--- src/rtl/mca_pkg.sv ---
`timescale 1ns / 1ps
`default_nettype none
package mca_pkg;
   localparam int DEF_MAX_ROWS    = 16;
   localparam int DEF_MAX_COLUMNS = 16;
   localparam int DEF_COST_BITS   = 16;
   localparam int COUNT_BITS      = 5;
   localparam int FIELD_BITS      = 4;
   localparam int DUAL_BITS       = 40;

   localparam logic [0:0] CSR_ROW_COUNT    = 1'b0;
   localparam logic [0:0] CSR_COLUMN_COUNT = 1'b1;

   typedef enum logic [4:0] {
      ST_LOAD,
      ST_CHECK,
      ST_INIT,
      ST_PHASE,
      ST_MIN_REQ,
      ST_MIN_ACC,
      ST_UPDATE,
      ST_ZERO_REQ,
      ST_ZERO_ACC,
      ST_PICK,
      ST_AUG,
      ST_RELAX_REQ,
      ST_RELAX_BEST,
      ST_RELAX_ACC,
      ST_EMIT,
      ST_ERROR
   } state_type;

   typedef struct packed {
      logic clear_all;
      logic phase_start;
      logic min_clear;
      logic min_issue;
      logic min_acc;
      logic apply_delta;
      logic zero_clear;
      logic zero_issue;
      logic zero_acc;
      logic pick;
      logic aug_step;
      logic best_issue;
      logic best_capture;
      logic relax_issue;
      logic relax_acc;
   } cmd_type;

   typedef struct packed {
      logic have_right;
      logic right_free;
      logic aug_done;
   } status_type;
endpackage
`default_nettype wire

--- src/rtl/mca_control.sv ---
`timescale 1ns / 1ps
`default_nettype none
module mca_control #(
   parameter int MAX_ROWS    = 16,
   parameter int MAX_COLUMNS = 16
) (
   input  wire logic                 clock,
   input  wire logic                 reset,
   input  wire logic                 load_done,
   input  wire logic                 too_many_rows,
   input  wire logic [$clog2(MAX_ROWS)-1:0]    n_last,
   input  wire logic [$clog2(MAX_COLUMNS)-1:0] m_last,
   input  wire mca_pkg::status_type  status,
   input  wire logic                 rsp_ready,
   output mca_pkg::cmd_type          cmd,
   output logic [$clog2(MAX_ROWS)-1:0]    row_idx,
   output logic [$clog2(MAX_COLUMNS)-1:0] col_idx,
   output logic [$clog2(MAX_ROWS)-1:0]    start_row,
   output logic                      loading,
   output logic                      rsp_valid,
   output logic                      rsp_error,
   output logic                      rsp_last
);
   import mca_pkg::*;
   localparam int RB = $clog2(MAX_ROWS);
   localparam int CB = $clog2(MAX_COLUMNS);

   state_type state_ff, state_in;
   logic [RB-1:0] s_ff, s_in, r_ff, r_in;
   logic [CB-1:0] c_ff, c_in;

   always_ff @(posedge clock) begin
      if (reset) begin
         state_ff <= ST_LOAD;
         s_ff <= '0;
         r_ff <= '0;
         c_ff <= '0;
      end else begin
         state_ff <= state_in;
         s_ff <= s_in;
         r_ff <= r_in;
         c_ff <= c_in;
      end
   end

   assign start_row = s_ff;
   assign row_idx = r_ff;
   assign col_idx = c_ff;
   assign loading = (state_ff == ST_LOAD);

   always_comb begin
      state_in = state_ff;
      s_in = s_ff;
      r_in = r_ff;
      c_in = c_ff;
      cmd = '0;
      rsp_valid = 1'b0;
      rsp_error = 1'b0;
      rsp_last = 1'b0;
      case (state_ff)
         ST_LOAD: begin
            if (load_done) state_in = ST_CHECK;
         end
         ST_CHECK: begin
            state_in = too_many_rows ? ST_ERROR : ST_INIT;
         end
         ST_ERROR: begin
            rsp_valid = 1'b1;
            rsp_error = 1'b1;
            rsp_last = 1'b1;
            if (rsp_ready) state_in = ST_LOAD;
         end
         ST_INIT: begin
            cmd.clear_all = 1'b1;
            s_in = '0;
            state_in = ST_PHASE;
         end
         ST_PHASE: begin
            cmd.phase_start = 1'b1;
            cmd.min_clear = 1'b1;
            c_in = '0;
            state_in = ST_MIN_REQ;
         end
         ST_MIN_REQ: begin
            cmd.min_issue = 1'b1;
            state_in = ST_MIN_ACC;
         end
         ST_MIN_ACC: begin
            cmd.min_acc = 1'b1;
            if (c_ff == m_last) begin
               state_in = ST_UPDATE;
            end else begin
               c_in = c_ff + 1'b1;
               state_in = ST_MIN_REQ;
            end
         end
         ST_UPDATE: begin
            cmd.apply_delta = 1'b1;
            cmd.zero_clear = 1'b1;
            c_in = '0;
            state_in = ST_ZERO_REQ;
         end
         ST_ZERO_REQ: begin
            cmd.zero_issue = 1'b1;
            state_in = ST_ZERO_ACC;
         end
         ST_ZERO_ACC: begin
            cmd.zero_acc = 1'b1;
            if (c_ff == m_last) begin
               state_in = ST_PICK;
            end else begin
               c_in = c_ff + 1'b1;
               state_in = ST_ZERO_REQ;
            end
         end
         ST_PICK: begin
            if (!status.have_right) begin
               state_in = ST_EMIT;
               r_in = '0;
            end else begin
               cmd.pick = 1'b1;
               c_in = '0;
               state_in = status.right_free ? ST_AUG : ST_RELAX_REQ;
            end
         end
         ST_AUG: begin
            if (status.aug_done) begin
               if (s_ff == n_last) begin
                  r_in = '0;
                  state_in = ST_EMIT;
               end else begin
                  s_in = s_ff + 1'b1;
                  state_in = ST_PHASE;
               end
            end else begin
               cmd.aug_step = 1'b1;
            end
         end
         ST_RELAX_REQ: begin
            cmd.best_issue = 1'b1;
            state_in = ST_RELAX_BEST;
         end
         ST_RELAX_BEST: begin
            cmd.best_capture = 1'b1;
            cmd.relax_issue = 1'b1;
            state_in = ST_RELAX_ACC;
         end
         ST_RELAX_ACC: begin
            cmd.relax_acc = 1'b1;
            if (c_ff == m_last) begin
               cmd.min_clear = 1'b1;
               c_in = '0;
               state_in = ST_MIN_REQ;
            end else begin
               c_in = c_ff + 1'b1;
               state_in = ST_RELAX_REQ;
            end
         end
         ST_EMIT: begin
            rsp_valid = 1'b1;
            rsp_last = (r_ff == n_last);
            if (rsp_ready) begin
               if (r_ff == n_last) state_in = ST_LOAD;
               else r_in = r_ff + 1'b1;
            end
         end
         default: state_in = ST_LOAD;
      endcase
   end
endmodule
`default_nettype wire

--- config.mk ---
export PLATFORM = sky130hd
export DESIGN_NAME = mca_control
export DESIGN_NICKNAME = d
export VERILOG_FILES = /design/src/rtl/mca_pkg.sv /design/src/rtl/mca_control.sv
export SDC_FILE = /design/constraint.sdc
export NUM_CORES = 1
export LEC_CHECK = 0
export BUFFER_PORTS_ARGS = -buffer_cell sky130_fd_sc_hd__clkbuf_2
export CAP_MARGIN = 15
export CORE_ASPECT_RATIO = 1.4
export CORE_UTILIZATION = 39
export DETAILED_ROUTE_END_ITERATION = 7
export PLACE_DENSITY = 0.63
export SYNTH_ARGS = -nofsm -noshare
export SYNTH_HDL_FRONTEND = slang
export SYNTH_SLANG_ARGS = --single-unit
--- constraint.sdc ---
create_clock -name clock -period 1.96 [get_ports clock]
set_input_delay 0.098 -clock clock [delete_from_list [all_inputs] [get_ports clock]]
set_output_delay 0.098 -clock clock [all_outputs]
set_load 0.01 [all_outputs]
==> qor.yml <==
antennaDiodeCount: 0
gp_congestion: 0.8104
critPathKind: "reg2reg"
synthArstFlopShare_pct: 0
cp.required_ns: 2.11
worstMarginPinSlew_ns: 0.4433
fin_tns_setup_ns: 0
synth.avg_cell_area_um2: 7.745
hold_end: "state_ff[0]$_SDFFE_PP0P_"
stdcell_count: 281
worstSkewPairLatency_ns: 0.26
place_area_um2: 1777
synth_edf_count: 0
status: "completed"
skew_ns: 0.001689
grt_pass1_vias: 1353
layout-drive-gt1-share_pct: 34.02
grt_usage_pct: 22.33
wl_per_cell_um: 14.04
areaGrowthSynthToFinish_pct: 28.71
leakage_nw: 0.8323
crit_path_start_kind: "register"
grt_start_max_net_pins: 19
drt_pass1_iterations: 4
cap_violations: 0
final_area_um2: 1834
ioPinCount: 47
antenna_found_initial: 0
final_core_util_pct: 53.31
critPathSlowestCell: "dfxtp_1"
critPathTopFamily: "simple AND/OR/NAND/NOR gates"
syn_area_um2: 1425
dp.cells: 277
path_cells: "buf_4, and4bb_2, o41ai_1, and3_2, and4_1, a31o_2"
fillCellCount: 358
via_per_inst: 5.584
slew_violations: 0
ys_warn_count: 0
reg2reg_from: "state_ff[3]$_SDFFE_PP0P_"
period_minus_slack_ns: 1.855
synthDistinctLibCells: 59
yosysSeqAreaShare_pct: 22.48
initial_core_util_pct: 41.42
synth_fp_nets: 203
drc: 0
die_x_um: 53.09
slew_headroom_pct: 70.20
r2r-end: "row_idx[1]$_SDFFE_PP0P_"
synthCells: 184
core-area_um2: 3441
overflow: 0
dp_hpwl_um: 3051
vias: 1569
cts-root-buf: "clkbuf_8"
grt_pass1_wl_um: 6396
numCtsBuffers: 3
finalCritPeriodShare_pct: 94.63
reg2reg_depth: 6
crit_arrival_ns: 2.01
min_path_cells: 3
ant_nets: 0
cts_hold_buffers: 0
worstSetupEndpointType: "register"
nets: 261
setup_viol: 0
htree_levels: 1
clk_pin_slew_worst_paths_ns: 0.07
chipHeight_um: 73.53
fmax_mhz: 539.2
irDropWorstVdd_mv: 0.4572
hp-start: "rsp_ready"
ys_ff_latch: 16
worst_hold_path_type: "in2reg"
port_buffers: 46
worstPathMaxFanout: 17
rsz0062_at_grt: "false"
cts_tree: "yes"
clk_path_buf_depth: 2
cts_sinks: 16
worst_slack_ns: 0.1053
initialDrtViolationCount: 39
synth_top_flop_cell: "dfxtp_1"
dieArea_um2: 3903
rrSetupSlack_ns: 0.11
routed_wl_um: 3944
p_per_area_nw_per_um2: 832.2
multi_input_area_um2: 1015
rows: 25
hold_viol_final: 0
pre_cts_ws_ns: 0.09193
ff_latch_area_um2: 322.8
slowest_delay_ns: 0.47
crit_buf_inv: 1
## power by group
part           internal, mW  switching (mW)  leakage (nW)
Sequential            0.363          0.0923         0.130
Combinational         0.372           0.398         0.673
Clock                 0.179           0.123        0.0288
## cells in the mapped netlist (all sizes together), types with 4 or more instances
library cell  number  area (um^2)
nand2             21        78.83
nor2              20        75.07
dfxtp             16        320.3
buf               10        63.81
xor2               9        78.83
nand2b             8        57.55
a211oi             7        57.55
nor3               7        35.03
o21ai              6        30.03
a21oi              5        28.78
inv                5        18.77
nand3              5        25.02
xnor2              5        43.79
o32ai              4        35.03
## cell families (layout without fill, tap and decap cells)
group / Yosys count / count (layout) / share of synthesized area (%)
and+or+nand+nor: 86 / 86 / 32.66
AOI/OAI and AO/OA: 43 / 43 / 22.83
buffers and inverters: 17 / 74 / 6.322
DFF: 16 / 16 / 22.48
xor gates and xnor gates: 14 / 14 / 8.604
muxes: 5 / 5 / 4.478
adders and majority gates: 3 / 3 / 2.634
## registers in the layout (all words and copies together), names as in the netlist
name,cells
col_idx,4
row_idx,4
start_row,4
state_ff,4
## layout make-up
class,instances,share of cell area (%)
Inverter,5,1.023
Multi-Input combinational cell,151,55.32
Tap cell,40,2.729
Timing Repair Buffer,65,20.33
Sequential cell,16,17.60
Clock buffer,4,3.001
## stage by stage
step	hold slack, ns	total power [mW]
2_1_floorplan	0.2435	0.9691
3_3_place_gp	0.4648	1.225
3_5_place_dp	0.4609	1.222
4_1_cts	0.1956	1.531
5_1_grt	0.2278	1.645
6_report	0.1966	1.527
## worst reg2reg max path, cell delays in order, from the launching register on
cell	delay, ns
dfxtp_1	0.47
buf_4	0.26
and4bb_2	0.25
o41ai_1	0.09
and3_2	0.26
and4_1	0.21
a31o_2	0.21
## metal layers
metal | global-route usage, % | routed length [um] | up-vias | part of all wire, %
met4 | 9.357 | 96 | 0 | 2.4
met5 | 0 | 0 | - | 0
met2 | 35.30 | 1907 | 51 | 48
li1 | - | - | 790 | -
met3 | 2.484 | 148 | 10 | 3.8
met1 | 30.20 | 1791 | 718 | 45
## placed cells by master, fill, tap and decap left out, types with 4 or more instances in the layout
master | Yosys | final
a211oi_1 | 6 | 6
a21oi_1 | 4 | 4
buf_4 | 4 | 19
clkbuf_2 | 0 | 46
clkbuf_8 | 0 | 4
dfxtp_1 | 16 | 14
inv_1 | 5 | 5
nand2_1 | 21 | 21
nand2b_1 | 7 | 7
nand3_1 | 5 | 5
nor2_1 | 20 | 20
nor3_1 | 7 | 7
o21ai_0 | 6 | 6
o32ai_1 | 4 | 4
xnor2_1 | 5 | 5
xor2_1 | 9 | 9
## worst max path at each step
stage                              from                        to  slack [ns]  cells past startpoint
6_report       state_ff[3]$_SDFFE_PP0P_   row_idx[1]$_SDFFE_PP0P_        0.11                      6
3_3_place_gp   state_ff[2]$_SDFFE_PP0P_   col_idx[2]$_SDFFE_PP0P_        0.14                      5
4_1_cts        state_ff[0]$_SDFFE_PP0P_                   cmd[12]        0.05                      4
2_1_floorplan   col_idx[1]$_SDFFE_PP0P_  state_ff[2]$_SDFFE_PP0P_        0.27                      5
3_5_place_dp   state_ff[2]$_SDFFE_PP0P_   col_idx[2]$_SDFFE_PP0P_        0.09                      5
5_1_grt        state_ff[1]$_SDFFE_PP0P_                  rsp_last       0.007                      6
## timing repair
item,in CTS,in global routing
buffers inserted,0,0
setup endpoints to repair,0,4
resized for setup,0,2
Power figures use the tool's default switching activity.
